==> config.mk <==
export PLATFORM = sky130hd
export DESIGN_NAME = cascaded_biquad_iir_q15
export DESIGN_NICKNAME = d
export VERILOG_FILES = /design/src/rtl/cbq_pkg.sv /design/src/rtl/cbq_mul.sv /design/src/rtl/cascaded_biquad_iir_q15.sv
export SDC_FILE = /design/constraint.sdc
export NUM_CORES = 1
export LEC_CHECK = 0
export BUFFER_PORTS_ARGS = -buffer_cell sky130_fd_sc_hd__buf_2
export CAP_MARGIN = 40
export CORE_MARGIN = 2
export CORE_UTILIZATION = 40
export CTS_BUF_LIST = sky130_fd_sc_hd__clkbuf_4 sky130_fd_sc_hd__clkbuf_8
export DETAILED_ROUTE_END_ITERATION = 10
export MAX_ROUTING_LAYER = met4
export SYNTH_ARGS = -nofsm -noshare
export SYNTH_HDL_FRONTEND = slang
export SYNTH_SLANG_ARGS = --single-unit
==> constraint.sdc <==
create_clock -name i_clk -period 12.1 [get_ports i_clk]
set_clock_uncertainty 0.1 [all_clocks]
set_input_delay 1.21 -clock i_clk [delete_from_list [all_inputs] [get_ports i_clk]]
set_output_delay 1.21 -clock i_clk [all_outputs]
set_load 0.05 [all_outputs]
==> src/rtl/cbq_pkg.sv <==
// Shared types and constants for the two-section Q15 biquad filter.
// Used by the multiplier unit, the top level and the testbench.
// No dependencies.
package cbq_pkg;

    // Coefficient format: signed Q15 halves of 32-bit registers.
    localparam int CoefWidth    = 16;
    localparam int QShift       = 15;
    localparam int CfgDataWidth = 32;
    localparam int CfgIdxWidth  = 3;
    localparam int StepWidth    = 4;

    typedef logic signed [CoefWidth-1:0] t_coef;
    typedef logic [CfgIdxWidth-1:0]      t_cfg_idx;
    typedef logic [CfgDataWidth-1:0]     t_cfg_word;
    typedef logic [StepWidth-1:0]        t_step;

    // Configuration register indexes.
    localparam t_cfg_idx REG_GAIN = 3'd0;
    localparam t_cfg_idx REG_B1   = 3'd1;
    localparam t_cfg_idx REG_B2   = 3'd2;
    localparam t_cfg_idx REG_A1   = 3'd3;
    localparam t_cfg_idx REG_A2   = 3'd4;

    // Configuration reset values.
    localparam t_cfg_word GAIN_RESET = 32'h5E14_3487;
    localparam t_cfg_word B1_RESET   = 32'hAA71_BAF4;
    localparam t_cfg_word B2_RESET   = 32'h4000_7FFC;
    localparam t_cfg_word A1_RESET   = 32'h79D4_55F6;
    localparam t_cfg_word A2_RESET   = 32'hC7C5_8758;

    // Multiply steps issued to the shared multiplier, in issue order.
    localparam t_step STEP_GB11 = 4'd0;
    localparam t_step STEP_GB21 = 4'd1;
    localparam t_step STEP_GB12 = 4'd2;
    localparam t_step STEP_GB22 = 4'd3;
    localparam t_step STEP_W_A1 = 4'd4;
    localparam t_step STEP_W_A2 = 4'd5;
    localparam t_step STEP_W_X0 = 4'd6;
    localparam t_step STEP_W_X1 = 4'd7;
    localparam t_step STEP_W_X2 = 4'd8;
    localparam t_step STEP_Y_A1 = 4'd9;
    localparam t_step STEP_Y_A2 = 4'd10;
    localparam t_step STEP_Y_W0 = 4'd11;
    localparam t_step STEP_Y_W1 = 4'd12;
    localparam t_step STEP_Y_W2 = 4'd13;
    // Last count: the final product is accumulated, nothing is issued.
    localparam t_step STEP_END  = 4'd14;

endpackage

==> src/rtl/cbq_mul.sv <==
// Shared Q15 multiplier: signed coefficient times signed data, registered,
// then an arithmetic shift right by 15 (floor) and a wrap to the data width.
// Depends on cbq_pkg.
module cbq_mul #(
    parameter int DATA_WIDTH = 16
) (
    input  logic                         i_clk,
    input  logic                         i_en,
    input  cbq_pkg::t_coef               i_coef,
    input  logic signed [DATA_WIDTH-1:0] i_data,
    output logic signed [DATA_WIDTH-1:0] o_prod
);
    import cbq_pkg::*;

    localparam int ProdWidth = CoefWidth + DATA_WIDTH;

    logic signed [ProdWidth-1:0] full_prod;
    logic signed [ProdWidth-1:0] r_prod;

    // Full-width signed product.
    assign full_prod = ProdWidth'(i_coef) * ProdWidth'(i_data);

    // Product register; holds when no step is issued.
    always_ff @(posedge i_clk) begin
        if (i_en) begin
            r_prod <= full_prod;
        end
    end

    // Dropping the low 15 bits of a two's complement value is a floor shift.
    assign o_prod = r_prod[QShift +: DATA_WIDTH];

endmodule

==> src/rtl/cascaded_biquad_iir_q15.sv <==
// Two cascaded direct-form-I biquad sections in Q15, one shared multiplier.
// A sample is taken in ST_IDLE; ST_RUN runs the 14 products through the
// registered multiplier and accumulates them, and ST_DONE publishes the result
// once the output register is free. No new sample is accepted before ST_IDLE.
// Reset (i_rst_n, synchronous, active low) clears all histories and the output
// valid, and restores the coefficient registers to their default values.
module cascaded_biquad_iir_q15 #(
    parameter int SAMPLE_WIDTH = 16
) (
    input  logic                i_clk,
    input  logic                i_rst_n,
    // Configuration write port
    input  logic                i_cfg_we,
    input  cbq_pkg::t_cfg_idx   i_cfg_idx,
    input  cbq_pkg::t_cfg_word  i_cfg_data,
    // Input sample channel
    input  logic                i_in_valid,
    output logic                o_in_stall,
    input  logic signed [15:0]  i_sample_in,
    // Output sample channel
    output logic                o_out_valid,
    input  logic                i_out_stall,
    output logic signed [15:0]  o_sample_out
);
    import cbq_pkg::*;

    localparam int SW = SAMPLE_WIDTH;
    // Multiplier data operand must carry both samples and coefficients.
    localparam int DW = (SAMPLE_WIDTH > CoefWidth) ? SAMPLE_WIDTH : CoefWidth;

    typedef enum logic [1:0] {
        ST_IDLE,
        ST_RUN,
        ST_DONE
    } t_state;

    // Control, configuration and history registers
    t_state                r_state, n_state;
    t_step                 r_cnt, n_cnt;
    logic                  r_out_valid, n_out_valid;
    logic signed [15:0]    r_out, n_out;
    t_cfg_word             r_gain, n_gain;
    t_cfg_word             r_b1, n_b1;
    t_cfg_word             r_b2, n_b2;
    t_cfg_word             r_a1, n_a1;
    t_cfg_word             r_a2, n_a2;
    logic signed [SW-1:0]  r_x1, n_x1;
    logic signed [SW-1:0]  r_x2, n_x2;
    logic signed [SW-1:0]  r_w1, n_w1;
    logic signed [SW-1:0]  r_w2, n_w2;
    logic signed [SW-1:0]  r_y1, n_y1;
    logic signed [SW-1:0]  r_y2, n_y2;

    // Datapath registers
    logic signed [SW-1:0]  r_x, n_x;
    logic signed [SW-1:0]  r_w, n_w;
    logic signed [SW-1:0]  r_y, n_y;
    t_coef                 r_gb11, n_gb11;
    t_coef                 r_gb21, n_gb21;
    t_coef                 r_gb12, n_gb12;
    t_coef                 r_gb22, n_gb22;

    // Coefficient halves
    t_coef g1, g2, b11, b12, b21, b22, a11, a12, a21, a22;
    t_coef b12_dbl, b22_dbl, a11_dbl;

    // Shared multiplier signals
    logic                  mul_en;
    t_coef                 mul_coef;
    logic signed [DW-1:0]  mul_data;
    logic signed [DW-1:0]  mul_prod;
    logic signed [SW-1:0]  prod_s;
    t_coef                 prod_c;
    t_step                 acc_step;
    logic                  in_xfer;
    logic                  out_xfer;
    logic                  out_free;

    assign g1  = r_gain[15:0];
    assign g2  = r_gain[31:16];
    assign b11 = r_b1[15:0];
    assign b12 = r_b1[31:16];
    assign b21 = r_b2[15:0];
    assign b22 = r_b2[31:16];
    assign a11 = r_a1[15:0];
    assign a12 = r_a1[31:16];
    assign a21 = r_a2[15:0];
    assign a22 = r_a2[31:16];

    // Doubled coefficients wrap to 16 bits.
    assign b12_dbl = {b12[CoefWidth-2:0], 1'b0};
    assign b22_dbl = {b22[CoefWidth-2:0], 1'b0};
    assign a11_dbl = {a11[CoefWidth-2:0], 1'b0};

    // Handshakes
    assign o_in_stall   = (r_state != ST_IDLE);
    assign in_xfer      = i_in_valid && !o_in_stall;
    assign o_out_valid  = r_out_valid;
    assign o_sample_out = r_out;
    assign out_xfer     = r_out_valid && !i_out_stall;
    assign out_free     = !r_out_valid || !i_out_stall;

    // Operand selection for the step issued this cycle.
    assign mul_en = (r_state == ST_RUN) && (r_cnt != STEP_END);
    always_comb begin
        mul_coef = '0;
        mul_data = '0;
        case (r_cnt)
            STEP_GB11: begin mul_coef = g1;      mul_data = DW'(b11);     end
            STEP_GB21: begin mul_coef = g1;      mul_data = DW'(b21);     end
            STEP_GB12: begin mul_coef = g2;      mul_data = DW'(b12_dbl); end
            STEP_GB22: begin mul_coef = g2;      mul_data = DW'(b22_dbl); end
            STEP_W_A1: begin mul_coef = a11_dbl; mul_data = DW'(r_w1);    end
            STEP_W_A2: begin mul_coef = a21;     mul_data = DW'(r_w2);    end
            STEP_W_X0: begin mul_coef = g1;      mul_data = DW'(r_x);     end
            STEP_W_X1: begin mul_coef = r_gb11;  mul_data = DW'(r_x1);    end
            STEP_W_X2: begin mul_coef = r_gb21;  mul_data = DW'(r_x2);    end
            STEP_Y_A1: begin mul_coef = a12;     mul_data = DW'(r_y1);    end
            STEP_Y_A2: begin mul_coef = a22;     mul_data = DW'(r_y2);    end
            STEP_Y_W0: begin mul_coef = g2;      mul_data = DW'(r_w);     end
            STEP_Y_W1: begin mul_coef = r_gb12;  mul_data = DW'(r_w1);    end
            STEP_Y_W2: begin mul_coef = r_gb22;  mul_data = DW'(r_w2);    end
            default:   begin mul_coef = '0;      mul_data = '0;           end
        endcase
    end

    cbq_mul #(
        .DATA_WIDTH (DW)
    ) u_mul (
        .i_clk  (i_clk),
        .i_en   (mul_en),
        .i_coef (mul_coef),
        .i_data (mul_data),
        .o_prod (mul_prod)
    );

    // The product in the multiplier register belongs to the previous step.
    assign prod_s   = mul_prod[SW-1:0];
    assign prod_c   = mul_prod[CoefWidth-1:0];
    assign acc_step = r_cnt - t_step'(1);

    // Next-state logic for sequencer, configuration, histories and datapath.
    always_comb begin
        n_state     = r_state;
        n_cnt       = r_cnt;
        n_out_valid = r_out_valid;
        n_out       = r_out;
        n_gain      = r_gain;
        n_b1        = r_b1;
        n_b2        = r_b2;
        n_a1        = r_a1;
        n_a2        = r_a2;
        n_x1        = r_x1;
        n_x2        = r_x2;
        n_w1        = r_w1;
        n_w2        = r_w2;
        n_y1        = r_y1;
        n_y2        = r_y2;
        n_x         = r_x;
        n_w         = r_w;
        n_y         = r_y;
        n_gb11      = r_gb11;
        n_gb21      = r_gb21;
        n_gb12      = r_gb12;
        n_gb22      = r_gb22;

        // Register writes; unknown indexes are ignored.
        if (i_cfg_we) begin
            case (i_cfg_idx)
                REG_GAIN: n_gain = i_cfg_data;
                REG_B1:   n_b1   = i_cfg_data;
                REG_B2:   n_b2   = i_cfg_data;
                REG_A1:   n_a1   = i_cfg_data;
                REG_A2:   n_a2   = i_cfg_data;
                default:  ;
            endcase
        end

        // The output register empties on its transfer.
        if (out_xfer) begin
            n_out_valid = 1'b0;
        end

        // Accumulate the product of the previous step.
        if (r_state == ST_RUN && r_cnt != STEP_GB11) begin
            case (acc_step)
                STEP_GB11: n_gb11 = prod_c;
                STEP_GB21: n_gb21 = prod_c;
                STEP_GB12: n_gb12 = prod_c;
                STEP_GB22: n_gb22 = prod_c;
                STEP_W_A1: n_w    = prod_s;
                STEP_W_A2, STEP_W_X0, STEP_W_X1, STEP_W_X2:
                    n_w = r_w + prod_s;
                STEP_Y_A1: n_y    = prod_s;
                STEP_Y_A2, STEP_Y_W0, STEP_Y_W1, STEP_Y_W2:
                    n_y = r_y + prod_s;
                default: ;
            endcase
        end

        // Sequencer
        case (r_state)
            ST_IDLE: begin
                if (in_xfer) begin
                    n_x     = SW'(i_sample_in);
                    n_cnt   = STEP_GB11;
                    n_state = ST_RUN;
                end
            end
            ST_RUN: begin
                if (r_cnt == STEP_END) begin
                    n_state = ST_DONE;
                end else begin
                    n_cnt = r_cnt + t_step'(1);
                end
            end
            ST_DONE: begin
                // Publish the result and shift every history once.
                if (out_free) begin
                    n_out       = 16'(r_y);
                    n_out_valid = 1'b1;
                    n_x2        = r_x1;
                    n_x1        = r_x;
                    n_w2        = r_w1;
                    n_w1        = r_w;
                    n_y2        = r_y1;
                    n_y1        = r_y;
                    n_state     = ST_IDLE;
                end
            end
            default: begin
                n_state = ST_IDLE;
            end
        endcase
    end

    // State, configuration, histories and registered outputs.
    always_ff @(posedge i_clk) begin
        if (!i_rst_n) begin
            r_state     <= ST_IDLE;
            r_cnt       <= STEP_GB11;
            r_out_valid <= 1'b0;
            r_out       <= '0;
            r_gain      <= GAIN_RESET;
            r_b1        <= B1_RESET;
            r_b2        <= B2_RESET;
            r_a1        <= A1_RESET;
            r_a2        <= A2_RESET;
            r_x1        <= '0;
            r_x2        <= '0;
            r_w1        <= '0;
            r_w2        <= '0;
            r_y1        <= '0;
            r_y2        <= '0;
        end else begin
            r_state     <= n_state;
            r_cnt       <= n_cnt;
            r_out_valid <= n_out_valid;
            r_out       <= n_out;
            r_gain      <= n_gain;
            r_b1        <= n_b1;
            r_b2        <= n_b2;
            r_a1        <= n_a1;
            r_a2        <= n_a2;
            r_x1        <= n_x1;
            r_x2        <= n_x2;
            r_w1        <= n_w1;
            r_w2        <= n_w2;
            r_y1        <= n_y1;
            r_y2        <= n_y2;
        end
    end

    // Working registers of the current sample.
    always_ff @(posedge i_clk) begin
        r_x    <= n_x;
        r_w    <= n_w;
        r_y    <= n_y;
        r_gb11 <= n_gb11;
        r_gb21 <= n_gb21;
        r_gb12 <= n_gb12;
        r_gb22 <= n_gb22;
    end

endmodule

==> results.md <==
- Outcome: finished, final reports clean
- Final hold vios: 0
- Wire length per cell: 22.39 µm
- Mapped Cells: 2954
- Clock power frac: 16.4%
- Worst Path Class, Setup: register to register
- Leakage power: 0.01251 µW
- Total gr overflow: 0
- Top cells by count, synth: 686 x nand2_1, 320 x inv_1, 260 x dfxtp_1
- Fin. max-slew vios: 0
- # Post-CTS Setup Buffers: 0
- RSZ-0062 raised after global routing: false
- Die Y: 261.9 µm
- # H-tree levels: 2
- Ranking of synthesized cells by area: dfxtp_1 20%, fa_1 19%, edfxtp_1 14%
- Ys Warns: 0
- Vias/cell: 5.536
- Worst-path clk slew: 70 ps
- Synth async-reset ratio: 0%
- Comb power frac: 59.2%
- Fin area: 0.02950 mm²
- Mean area per synthesized cell: 9.007 µm²
- Most frequent cell after synthesis: nand2_1
- Drt pass-1 iters: 6
- Placer Congestion: 0.9251
- Row cnt: 94
- Synth top area share: 19.56%
- Pwr Density: between 200 and 250 mW/mm²
- Largest net degree at the start of global routing: approximately 120
- CP max stage cell: dfxtp_1
- CTS tree: yes
- Worst slew margin: 38.40%
- Slowest Stage Delay on Critical Path: approximately 560 ps
- Initial core utilization: 40.40%
- Yosys cell types: 75
- FMAX: 106.8 MHz
- Synth area leader: dfxtp_1
- Post-DP Area: between 0.02 and 0.03 mm²
- Critical path peak fanout: 28
- Final Cycle Share: 77.41%
- Antenna-violating nets left: 0
- Tmin final: 9366 ps
- Post-CTS resize count: 0
- Pint: 4073 µW
- Flop pwr share: 24.3%
- Skew-Pair Late Insertion Delay: approximately 660 ps
- Critical Path RT: 12400 ps
- Worst VDD drop: 0.3372 mV
- Yosys reg bits: 388
- Clock Path Buffers: 3
- Hold Path Class: register to register
- First-pass GRT wire length: 132600 µm
- CP Launch Type: register
- Post-route DRC: 0
- Post-synth EDFFs: 128
- Switching share of power: 44.51%
- Sink Count: about 390
- Crit. End Element: register
- Core ar.: 0.06586 mm²
- Post-Syn Area: 0.02661 mm²
- Max_cap viols: 0
- Slew @ Worst Pin: 924.0 ps
- DRC marker count from the first detailed-route iteration: 2470
- P&R area growth vs syn: 10.88%
- Final setup vio count: 0
- Initial antenna violation count: 2
- Dpl cells: 3784
- Die ar.: approximately 0.069 mm²
- Setup TNS: 0 ps
- Number of CTS-inserted buffers: between 60 and 70
- Vias: ~22k
- Post-Syn Nets: 3382
- Nets@finish: 3412
- Seq/Total Area, Yosys: between 30% and 40%
- Main flop type after synthesis: dfxtp_1
- WL final: 87360 µm
- Fraction of layout instances using a drive strength above 1: 10.11%
- Worst path most repeated cell: fa_1
- Hold_buf cts: 0
- Post-DP HPWL: 63950 µm
- Arr. time, crit path: 9670 ps
- Post-Layout Cell Count: 3901
- Die W: 261.9 µm
- Port buffer count: 73
- Root buf cell: clkbuf_8
- Sw Pwr: 3267 µW
- Vias in the first global route: between 20k and 25k
- All-Layer GR Usage: 26.54%
- Boundary pin count: 74
==> area by class of cell <==
cell class | count | area (µm²)
diodes | 1 | 2.502
clock buffers | 95 | 1164
clock inverters | 20 | 143.9
fillers | 6364 | 36360
inverters | 321 | 1205
multi-input cells | 2077 | 15780
flip-flops and latches | 388 | 9050
well taps | 864 | 1081
repair buffers | 135 | 1074
==> per-layer routing <==
metal  track usage, %  share of wire (%)  up-vias
met5                -                  0        -
met4            7.941                3.1        0
met3            5.430                9.3      153
met2            41.49                 46      961
met1            34.79                 41    10777
li1                 -                  -     9705
==> per-stage QoR <==
step                setup WS (ps)  total power (µW)  hold slack [ps]  utilization, %
detailed placement           2862              6160            351.2           42.78
global placement             2974              6017            350.3           42.23
finish                       2734              7341            363.9           44.79
CTS                          2840              7388            365.7           44.76
global route                 2258              8009            382.8           44.79
floorplan                    4259              4884            332.1               -
==> registers in the layout, summed over array words and instances (netlist names), 4 cells and up <==
signal        count
r_a2             32
r_y1             16
r_gb12           16
r_x2             16
r_gb21           16
r_a1             31
r_b2             31
u_mul.r_prod     16
r_b1             31
r_gb11           16
r_x1             16
r_y2             16
r_gain           32
r_cnt             4
r_y              16
r_gb22           16
r_w              16
r_w2             16
r_x              16
r_w1             16
==> critical path: cells and delay by family, from the launching register on <==
family,cells,cell delay (ps)
buffers and inverters,8,1280
xor gates and xnor gates,1,80
adders and majority gates,8,3690
AOI/OAI and AO/OA,9,2510
DFF,1,560
and+or+nand+nor,6,880
==> power groups by stage <==
stage               registers (µW)  logic [µW]  clock network, µW
global route                  1790        4950               1270
CTS                           1780        4390               1210
finish                        1790        4350               1210
floorplan                     1700        3190                  0
global placement              1810        4210                  0
detailed placement            1810        4350                  0
==> path summary, 6_finish.rpt <==
| path | cells after the start | slack [ps] | end | startpoint |
|---|---|---|---|---|
| hold / removal | 2 | 360 | r_a2[28] | r_a2[28] |
| setup reg to reg | 32 | 2730 | u_mul.r_prod[30] | r_cnt[1] |
| hold reg to reg | 2 | 360 | r_a2[28] | r_a2[28] |
| setup / recovery | 32 | 2730 | u_mul.r_prod[30] | r_cnt[1] |
==> cell usage in the layout, fill, tap and decap left out, drive strengths merged, types with 34 or more instances in the layout <==
master / synthesis / routed
dfxtp: 260 / 260
edfxtp: 128 / 128
nand3: 100 / 100
nand2: 686 / 686
buf: 40 / 135
inv: 321 / 321
o21ai: 47 / 47
nor2: 192 / 192
a21oi: 58 / 58
a22o: 43 / 43
nand2b: 34 / 34
clkbuf: 128 / 95
a21boi: 179 / 179
xnor2: 34 / 34
fa: 257 / 257
ha: 115 / 115
a22oi: 92 / 92
==> cells by family after synthesis <==
family                   after synthesis  share of synthesized area [%]
AND/OR/NAND/NOR                     1145                          18.45
AO/OA/AOI/OAI                        501                          13.68
buffers and inverters                489                          7.040
flip-flops                           388                          34.01
adder cells (fa/ha/maj)              372                          24.75
XOR/XNOR                              50                          1.717
multiplexers                           9                         0.3574
No activity file was read; power rests on OpenSTA's default activity.
